File: src/rtl/radix_tree_node_builder_top_assert.svh
// Assertion macros for the radix tree node builder.
// Each macro takes a label, clock, active-low reset, condition, consequence and message.
`ifndef RADIX_TREE_NODE_BUILDER_TOP_ASSERT_SVH
`define RADIX_TREE_NODE_BUILDER_TOP_ASSERT_SVH

// Same-cycle implication.
`define RTNB_ASSERT_NOW(lbl, clk, rst_n, ante, cons, msg) \
    lbl: assert property (@(posedge clk) disable iff (!rst_n) (ante) |-> (cons)) \
        else $error(msg);

// Next-cycle implication.
`define RTNB_ASSERT_NXT(lbl, clk, rst_n, ante, cons, msg) \
    lbl: assert property (@(posedge clk) disable iff (!rst_n) (ante) |=> (cons)) \
        else $error(msg);

`endif

File: src/rtl/rtnb_pkg.sv
// ----------------------------------------------------------------------------
// rtnb_pkg
// Shared types, constants and the prefix-length function of the node builder.
// ----------------------------------------------------------------------------
package rtnb_pkg;

    localparam int IDX_W    = 10;
    localparam int KEY_W    = 64;
    localparam int CNT_W    = 11;
    localparam int PFX_W    = 8;
    localparam int MAX_KEYS = 1024;

    localparam logic FUNC_LOAD  = 1'b0;
    localparam logic FUNC_BUILD = 1'b1;

    localparam logic [CNT_W-1:0] KEY_COUNT_RST = 11'd2;

    // Datapath operations issued by the controller.
    typedef enum logic [3:0] {
        OP_NONE,
        OP_ACCEPT,
        OP_RD_KI,
        OP_LATCH_KI,
        OP_PROBE,
        OP_DIR_A,
        OP_DIR_B,
        OP_LIM,
        OP_FAR,
        OP_DN,
        OP_SPL,
        OP_OUT
    } t_dp_op;

    // Which key position a probe reads.
    typedef enum logic [2:0] {
        POS_I,
        POS_P1,
        POS_M1,
        POS_LIM,
        POS_FAR,
        POS_J,
        POS_SPL
    } t_pos_sel;

    typedef struct packed {
        t_dp_op   op;
        t_pos_sel sel;
    } t_cmd;

    typedef struct packed {
        logic node_ok;
        logic is_build;
        logic dir_zero;
        logic hit_dmin;
        logic hit_dnode;
        logic t_gt1;
    } t_stat;

    // Number of equal leading bits of two keys, 64 when they are equal.
    function automatic logic signed [PFX_W-1:0] prefix_len(
        input logic [KEY_W-1:0] a,
        input logic [KEY_W-1:0] b
    );
        logic [KEY_W-1:0]         x;
        logic signed [PFX_W-1:0]  n;
        x = a ^ b;
        n = PFX_W'(KEY_W);
        for (int k = 0; k < KEY_W; k++) begin
            if (x[k]) begin
                n = PFX_W'(KEY_W - 1 - k);
            end
        end
        return n;
    endfunction

endpackage

File: src/rtl/rtnb_ctrl.sv
// ----------------------------------------------------------------------------
// rtnb_ctrl
// Sequencer that steps the datapath through direction, bound, far-end and
// split searches, one key probe at a time.
// ----------------------------------------------------------------------------
module rtnb_ctrl
    import rtnb_pkg::*;
(
    input  logic  i_clk,
    input  logic  i_rst_n,
    input  logic  i_in_valid,
    output logic  o_in_ready,
    input  logic  i_out_ready,
    output logic  o_out_valid,
    input  t_stat i_st,
    output t_cmd  o_cmd
);

    typedef enum logic [3:0] {
        S_IDLE, S_KI_RD, S_KI_WT, S_DA_AD, S_DA_DT, S_DB_AD, S_DB_DT,
        S_LM_AD, S_LM_DT, S_FR_AD, S_FR_DT, S_DN_AD, S_DN_DT,
        S_SP_AD, S_SP_DT, S_FIN
    } t_state;

    t_state r_state, n_state;
    logic   r_out_valid, n_out_valid;
    logic   out_free;

    // The input side only takes beats while idle and out of reset.
    assign out_free    = !r_out_valid || i_out_ready;
    assign o_in_ready  = (r_state == S_IDLE) && i_rst_n;
    assign o_out_valid = r_out_valid;

    // Next state and command decode.
    always_comb begin
        n_state     = r_state;
        n_out_valid = r_out_valid && !i_out_ready;
        o_cmd.op    = OP_NONE;
        o_cmd.sel   = POS_I;
        case (r_state)
            S_IDLE: begin
                if (i_in_valid) begin
                    o_cmd.op = OP_ACCEPT;
                    if (i_st.is_build && i_st.node_ok) begin
                        n_state = S_KI_RD;
                    end
                end
            end
            S_KI_RD: begin
                o_cmd.op = OP_RD_KI;
                n_state  = S_KI_WT;
            end
            S_KI_WT: begin
                o_cmd.op = OP_LATCH_KI;
                n_state  = S_DA_AD;
            end
            S_DA_AD: begin
                o_cmd.op  = OP_PROBE;
                o_cmd.sel = POS_P1;
                n_state   = S_DA_DT;
            end
            S_DA_DT: begin
                o_cmd.op = OP_DIR_A;
                n_state  = S_DB_AD;
            end
            S_DB_AD: begin
                o_cmd.op  = OP_PROBE;
                o_cmd.sel = POS_M1;
                n_state   = S_DB_DT;
            end
            S_DB_DT: begin
                o_cmd.op = OP_DIR_B;
                n_state  = i_st.dir_zero ? S_FIN : S_LM_AD;
            end
            S_LM_AD: begin
                o_cmd.op  = OP_PROBE;
                o_cmd.sel = POS_LIM;
                n_state   = S_LM_DT;
            end
            S_LM_DT: begin
                o_cmd.op = OP_LIM;
                n_state  = i_st.hit_dmin ? S_LM_AD : S_FR_AD;
            end
            S_FR_AD: begin
                o_cmd.op  = OP_PROBE;
                o_cmd.sel = POS_FAR;
                n_state   = S_FR_DT;
            end
            S_FR_DT: begin
                o_cmd.op = OP_FAR;
                n_state  = i_st.t_gt1 ? S_FR_AD : S_DN_AD;
            end
            S_DN_AD: begin
                o_cmd.op  = OP_PROBE;
                o_cmd.sel = POS_J;
                n_state   = S_DN_DT;
            end
            S_DN_DT: begin
                o_cmd.op = OP_DN;
                n_state  = S_SP_AD;
            end
            S_SP_AD: begin
                o_cmd.op  = OP_PROBE;
                o_cmd.sel = POS_SPL;
                n_state   = S_SP_DT;
            end
            S_SP_DT: begin
                o_cmd.op = OP_SPL;
                n_state  = i_st.t_gt1 ? S_SP_AD : S_FIN;
            end
            S_FIN: begin
                if (out_free) begin
                    o_cmd.op    = OP_OUT;
                    n_out_valid = 1'b1;
                    n_state     = S_IDLE;
                end
            end
            default: begin
                n_state = S_IDLE;
            end
        endcase
    end

    // State and output-valid register.
    always_ff @(posedge i_clk) begin
        if (!i_rst_n) begin
            r_state     <= S_IDLE;
            r_out_valid <= 1'b0;
        end else begin
            r_state     <= n_state;
            r_out_valid <= n_out_valid;
        end
    end

endmodule

File: config.mk
export PLATFORM = sky130hd
export DESIGN_NAME = rtnb_ctrl
export DESIGN_NICKNAME = d
export VERILOG_FILES = /design/src/rtl/radix_tree_node_builder_top_assert.svh /design/src/rtl/rtnb_pkg.sv /design/src/rtl/rtnb_ctrl.sv
export SDC_FILE = /design/constraint.sdc
export NUM_CORES = 1
export LEC_CHECK = 0
export BUFFER_PORTS_ARGS = -buffer_cell sky130_fd_sc_hd__clkbuf_2
export CAP_MARGIN = 30
export CELL_PAD_IN_SITES_DETAIL_PLACEMENT = 1
export CELL_PAD_IN_SITES_GLOBAL_PLACEMENT = 1
export CORE_MARGIN = 4
export CORE_UTILIZATION = 30
export CTS_BUF_LIST = sky130_fd_sc_hd__clkbuf_8
export DETAILED_ROUTE_END_ITERATION = 12
export MAX_ROUTING_LAYER = met4
export PLACE_DENSITY_LB_ADDON = 0.3
export REMOVE_ABC_BUFFERS = 1
export SLEW_MARGIN = 20
export SYNTH_ARGS = -nofsm -noshare
export SYNTH_HDL_FRONTEND = slang
export SYNTH_SLANG_ARGS = --single-unit
File: constraint.sdc
create_clock -name i_clk -period 2.2 [get_ports i_clk]
set_input_delay 0.44 -clock i_clk [delete_from_list [all_inputs] [get_ports i_clk]]
set_output_delay 0.44 -clock i_clk [all_outputs]
set_load 0.03 [all_outputs]
* Word level (Yosys, flattened, before mapping)
Index checks and enable logic that the tools add are counted.
W data, S select, Z words.
** Cells by class
- Reductions and logical operators :: 9
- Eq/ne operators :: 18
- Mux-type cells :: 14
** Operator list (count)
- $pmux W4 S16 :: 1
- $pmux W4 S11 :: 1
- $eq A4 B4 Y1 const B :: 8
- $mux W4 :: 6
- $pmux W3 S6 :: 1
- $eq A4 B3 Y1 const B :: 4
- $eq A4 B2 Y1 const B :: 2
- $reduce_or A6 Y1 :: 1
- $eq A4 B1 Y1 const B :: 1
- $logic_not A4 Y1 :: 1
- $mux W2 :: 2
- $ne A2 B2 Y1 const B :: 2
- $logic_and A1 B1 Y1 :: 3
- $mux W1 :: 3
- $reduce_and A3 Y1 :: 1
- $logic_not A1 Y1 :: 2
- $ne A2 B1 Y1 const B :: 1
- $logic_or A1 B1 Y1 :: 1
** Word-level totals
- Flip-flop bits (word level) :: 5
- Input bits :: 10
- Output and inout port bits :: 9
- Logic and storage cells :: 43

* Logic depth before layout (Yosys ltp)
Gate-level depths: netlist (run 1).
- Word-level depth :: 4
- Depth in mapped cells :: 5
- Depth with buffers taken out :: 4

* Least setup slack after synthesis (run 1)
No wires, ideal clock.
- Kind :: flip-flop to output port
- From :: register r_state[0]
- To :: output port o_cmd[3] (netlist name)
- Data required time :: 1.760 ns
- Slack :: 0.360 ns
- Stages on the path, launching flop included :: 4
- Arrival :: 1.400 ns
- Path buffers :: 2
- Cells stage by stage :: dfxtp_1 buf_4 buf_4 o31ai_1
** RTL lines
- start, declared :: RTL line rtnb_ctrl.sv:25 : t_state r_state, n_state;
- start signal, assigned :: RTL line rtnb_ctrl.sv:130 : r_state <= n_state;
- end, declared :: RTL line rtnb_ctrl.sv:16 : output t_cmd o_cmd

==> results.json, run 1 <==
{
  "critPathArrivalTime_ns": 1.55,
  "antenna_found_initial": 0,
  "startpoint_type": "register",
  "fp-row-count": 13,
  "drv_cap": 0,
  "port_buffers": 17,
  "synth_ff_type": "dfxtp_1",
  "async_flop_share_pct": 0,
  "min_period_ns": 1.99,
  "p_seq_share_pct": 31.3,
  "die_area_mm2": 0.00213,
  "syn_area_um2": 437,
  "grt_pass1_wl_um": 2060,
  "cts_inserted_buffers": 3,
  "final_nets": 88,
  "setup_viol": 0,
  "start_util_pct": 32.7,
  "hpwlAfterDp_um": 917,
  "drv_slew": 0,
  "finalWirelength_um": 1220,
  "grt_pass1_vias": 483,
  "insertion_delay_ns": 0.22,
  "fin_worst_skew_ns": 0.00251,
  "synthTopCellsByCount": "a21boi_1, nor2_1, dfxtp_1",
  "core_mm2": 0.00133,
  "vias": 483,
  "holdPathStages": 2,
  "synth_area_leader_cell": "dfxtp_1",
  "post_cts_resized": 0,
  "path_clk_slew_ns": 0.03,
  "cp_data_required_time_ns": 1.76,
  "drtAntennaViolNets": 0,
  "overflow": 0,
  "cts-root-buf": "clkbuf_8",
  "vdd_drop_max_mv": 0.305,
  "clock_sinks": 5,
  "p_int_uw": 242,
  "synth_top_area_share_pct": 22.9,
  "synth.top_cells.by_area": "dfxtp_1, a21boi_1, buf_4",
  "cp_cell_sequence": "buf_4, nor3_1, a31oi_1, nand2b_1, o31ai_1, clkbuf_2",
  "crit_path_end_kind": "primary output",
  "period_share_pct": 90.3,
  "die_x_um": 46.2,
  "post_cts_buffers": 0,
  "antennaDiodeCount": 0,
  "io_pins": 19,
  "crit_family": "flip-flops",
  "wl_per_cell_um": 13.3,
  "drc": 0,
  "rr_worst_depth": 4,
  "power.switching_uw": 91.0,
  "grt_usage_pct": 13.8,
  "combPwrFrac_pct": 19.4,
  "cts_hold_buf": 0,
  "rsz0062_at_grt": "false",
  "yosysUniqueCellTypes": 26,
  "yosysWarnings": 0,
  "dr.first_iter.drc_count": 8,
  "cp.buffers_inverters": 2,
  "ctsHtreeMaxLevel": 1,
  "grt_max_degree": 15,
  "ys_seq_area_share_pct": 22.9,
  "power_uw": 333,
  "switching_share_pct": 27.4,
  "min_path_type": "primary input to register",
  "place.gp.congestion": 0.778,
  "syn_avg_cell_area_um2": 7.53,
  "tightest_slew_ns": 0.558,
  "synth_edf_count": 0,
  "synth-seq-cells": 5,
  "cellPowerDensity_mw_per_mm2": 587,
  "clock_path_buffers": 2,
  "crit_type": "register to primary output",
  "drive_above_1_share_pct": 35.1,
  "syn_to_final_growth_pct": 29.8,
  "slew_headroom_pct": 62.8,
  "cts_tree": "built",
  "chipHeight_um": 46.2,
  "crit_fanout": 11,
  "finalSetupTns_ns": 0,
  "finalHoldViolations": 0,
  "outcome": "completed",
  "power_frac_clock_pct": 49.3,
  "cpPeakStageDelay_ns": 0.52,
  "postSynthCellCount": 58,
  "clock.fmax_mhz": 503,
  "first_pass_iters": 3,
  "viasPerCell": 5.25,
  "total_leakage_power_uw": 0.000265,
  "cp_slowest_cell": "dfxtp_1",
  "critical_path_depth": 6
}
through the flow:
step | hold slack, ns | instance area, um^2 | setup slack [ns] | util [%] | std cells
floorplan | 0.558 | 395 | 0.358 | - | 53
global placement | 0.618 | 522 | 0.394 | 39.1 | 88
detailed placement | 0.626 | 522 | 0.362 | 39.1 | 88
CTS | 0.498 | 567 | 0.194 | 42.5 | 92
global route | 0.518 | 567 | 0.0905 | 42.5 | 92
finish | 0.508 | 567 | 0.213 | 42.5 | 92
metal layers:
metal  vias up  global-route usage [%]  share of wire [%]
met1       227                    16.9                 46
li1        245                       -                  -
met3         0                    4.69                3.9
met5         -                       -                  0
met2        11                    21.4                 50
met4         0                    3.41                  0
cells in the final DEF (no fill, tap or decap), types with 2 or more instances in the layout:
| master | instances |
|---|---|
| dfxtp_1 | 5 |
| a21boi_1 | 6 |
| clkbuf_2 | 17 |
| clkbuf_8 | 3 |
| a31oi_1 | 4 |
| o21ai_1 | 2 |
| o21a_1 | 2 |
| xnor2_1 | 2 |
| a21oi_1 | 4 |
| nand2_1 | 4 |
| buf_4 | 3 |
| nor2_1 | 6 |
| nor3_1 | 2 |
| nand2b_1 | 3 |
cells by family after synthesis:
kind of cell    share of synthesized area, %
buf+inv                                 10.3
compound gates                          33.2
simple gates                            27.2
mux                                     2.29
xor+xnor                                4.01
flops                                   22.9
flip-flops by register name (all words and copies together) (netlist names):
signal	flops
r_state	4
o_out_valid	1
cell type report:
type                            count  area (um^2)
Timing Repair Buffer               20          108
Inverter                            1         3.75
Sequential cell                     5          100
Fill cell                         185          767
Clock inverter                      1         3.75
Clock buffer                        3         41.3
Tap cell                           15         18.8
Multi-Input combinational cell     47          292
path summary, 6_finish.rpt:
kind	to	from	slack, ns
setup / recovery	o_cmd[3]	r_state[0]	0.21
hold / removal	r_state[0]	i_rst_n	0.51
setup reg to reg	r_state[2]	r_state[1]	0.85
hold reg to reg	r_state[3]	r_state[3]	0.63
power by group through the flow:
| stage | clock (uW) | sequential [uW] | combinational [uW] |
|---|---|---|---|
| 2_1_floorplan | 0 | 105 | 40.9 |
| 3_3_place_gp | 0 | 105 | 64.7 |
| 3_5_place_dp | 0 | 105 | 65.4 |
| 4_1_cts | 171 | 104 | 65.7 |
| 5_1_grt | 179 | 105 | 71.0 |
| 6_report | 164 | 104 | 64.7 |
Note: power is estimated with default switching activity, not from simulation.
==> run 2: changes to the inputs <==
--- a/config.mk
+++ b/config.mk
@@ -13,9 +13,9 @@
 export CORE_UTILIZATION = 30
 export CTS_BUF_LIST = sky130_fd_sc_hd__clkbuf_8
 export DETAILED_ROUTE_END_ITERATION = 12
+export GPL_ROUTABILITY_DRIVEN = 0
 export MAX_ROUTING_LAYER = met4
 export PLACE_DENSITY_LB_ADDON = 0.3
-export REMOVE_ABC_BUFFERS = 1
 export SLEW_MARGIN = 20
 export SYNTH_ARGS = -nofsm -noshare
 export SYNTH_HDL_FRONTEND = slang
==> constraint.sdc (replaced) <==
create_clock -name i_clk -period 1.9 [get_ports i_clk]
set_input_delay 0.38 -clock i_clk [delete_from_list [all_inputs] [get_ports i_clk]]
set_output_delay 0.38 -clock i_clk [all_outputs]
set_load 0.03 [all_outputs]
==> run 2 against run 1 <==
  * Clock skew down 0.0022 ns
  * Hold slack lost 0.077 ns
  * Count of clock-buffer cells in the layout did not move
  * Global-route usage is 0.58 points lower
  * Critical path depth shrank 1
  * Highest routed layer unchanged
  * Register-to-register slack got worse by 0.14 ns
==> results.json, run 2 (synthesized netlist as in run 1, its figures left out) <==
{
  "top_register": "r_state",
  "power_frac_clock_pct": 48.1,
  "fin_worst_skew_ns": 0.000297,
  "grt_usage_pct": 13.2,
  "crit_path_end_kind": "primary output",
  "total_leakage_power_uw": 0.000271,
  "crit_start": "r_state[2]",
  "io_pins": 19,
  "cp_slowest_cell": "dfxtp_2",
  "overflow": 0,
  "syn_nets": 68,
  "tightest_slew_ns": 0.282,
  "rr_worst_depth": 5,
  "drc": 0,
  "setup_viol": 0,
  "startpoint_type": "register",
  "slew_headroom_pct": 81.2,
  "reg2reg_from": "r_state[0]",
  "first_pass_iters": 2,
  "power.switching_uw": 100,
  "vias": 473,
  "viasPerCell": 5.09,
  "r2r_setup_slack_ns": 0.71,
  "chipHeight_um": 46.2,
  "p_int_uw": 282,
  "cts-root-buf": "clkbuf_8",
  "grt_pass1_vias": 465,
  "largest_reg_flops": 4,
  "post_cts_buffers": 0,
  "critPathArrivalTime_ns": 1.39,
  "holdPathStages": 2,
  "drv_slew": 0,
  "min_path_type": "primary input to register",
  "clock_sinks": 5,
  "drv_cap": 0,
  "holdCritStartpoint": "i_rst_n",
  "switching_share_pct": 26.2,
  "cp_cell_sequence": "and2_1, a31oi_1, nand2b_1, o31ai_1, clkbuf_2",
  "cts_inserted_buffers": 3,
  "start_util_pct": 32.7,
  "core_mm2": 0.00133,
  "clock.fmax_mhz": 564,
  "clock_path_buffers": 2,
  "layout_common_cells": "clkbuf_2, nor2_1, a21boi_1",
  "grt_max_degree": 15,
  "p_seq_share_pct": 31.9,
  "finalWirelength_um": 1160,
  "cellPowerDensity_mw_per_mm2": 661,
  "cpPeakStageDelay_ns": 0.40,
  "min_period_ns": 1.77,
  "crit_fanout": 8,
  "combPwrFrac_pct": 20.1,
  "antenna_found_initial": 0,
  "ctsHtreeMaxLevel": 1,
  "final_common_cell": "clkbuf_2",
  "fin_util_pct": 43.3,
  "fp-row-count": 13,
  "drive_above_1_share_pct": 39.7,
  "dr.first_iter.drc_count": 3,
  "finalSetupTns_ns": 0,
  "r2r_end": "r_state[2]",
  "hpwlAfterDp_um": 913,
  "cts_tree": "built",
  "rsz0062_at_grt": "false",
  "drtAntennaViolNets": 0,
  "finalHoldViolations": 0,
  "vdd_drop_max_mv": 0.473,
  "syn_to_final_growth_pct": 32.4,
  "period_share_pct": 93.3,
  "crit_type": "register to primary output",
  "port_buffers": 17,
  "outcome": "completed",
  "wl_per_cell_um": 12.5,
  "insertion_delay_ns": 0.21,
  "path_clk_slew_ns": 0.03,
  "die_area_mm2": 0.00213,
  "hold_end": "r_state[0]",
  "die_x_um": 46.2,
  "grt_pass1_wl_um": 1930,
  "cp_data_required_time_ns": 1.52,
  "final_nets": 89,
  "antennaDiodeCount": 0
}
-- run 2: cell types whose count changed in the layout (fill, tap and decap cells not counted) --
cell / before / now
dfxtp_2: 0 / 3
buf_4: 3 / 4
dfxtp_1: 5 / 2
-- run 2: timing repair --
action,4_1_cts,5_1_grt
setup endpoints to repair,1,3
resized for setup,1,2
hold buffers,0,0
-- run 2: power by group through the flow --
stage                     sequential [uW]  combinational, uW  clock, uW
final                                 122               76.7        184
after global routing                  123               83.8        198
after floorplan                       113               63.0          0
after detailed placement              122               77.8          0
after CTS                             121               78.1        191
after global placement                122               76.0          0
-- run 2: worst max-delay path by stage --
stage / cells past startpoint / end / slack, ns
after CTS: 4 / o_cmd[4] / 0.05
final: 5 / o_cmd[3] / 0.13
after global placement: 5 / o_cmd[3] / 0.22
after floorplan: 3 / o_cmd[3] / 0.12
after global routing: 5 / o_cmd[3] / 0.03
after detailed placement: 6 / o_cmd[4] / 0.18
-- run 2: final cells by class --
class	count	area [um^2]
Clock buffer	3	41.3
Clock inverter	1	3.75
Fill cell	172	756
Inverter	1	3.75
Multi-Input combinational cell	47	292
Sequential cell	5	104
Tap cell	15	18.8
Timing Repair Buffer	21	115
-- run 2: routing by layer --
layer | vias to the layer above | global-route usage [%] | share of wire (%)
met5 | - | - | 0
met4 | 0 | 1.70 | 0
met3 | 0 | 5.86 | 4.7
met2 | 11 | 22.0 | 49
met1 | 214 | 14.7 | 46
li1 | 248 | - | -
-- run 2: stage by stage --
step	hold slack, ns	worst slack [ns]	instance area (um^2)	cells	total power, uW
final	0.432	0.126	578	93	382
after global routing	0.443	0.0291	578	93	405
after CTS	0.441	0.0458	576	93	390
after detailed placement	0.620	0.178	529	89	200
after global placement	0.617	0.217	529	89	198
after floorplan	0.498	0.120	437	58	176
-- run 2: worst max-delay path: cells and delay by family (launching register included) --
| kind | cells | cell delay, ns |
|---|---|---|
| compound gates | 2 | 0.17 |
| buf+inv | 1 | 0.24 |
| flops | 1 | 0.40 |
| simple gates | 2 | 0.37 |
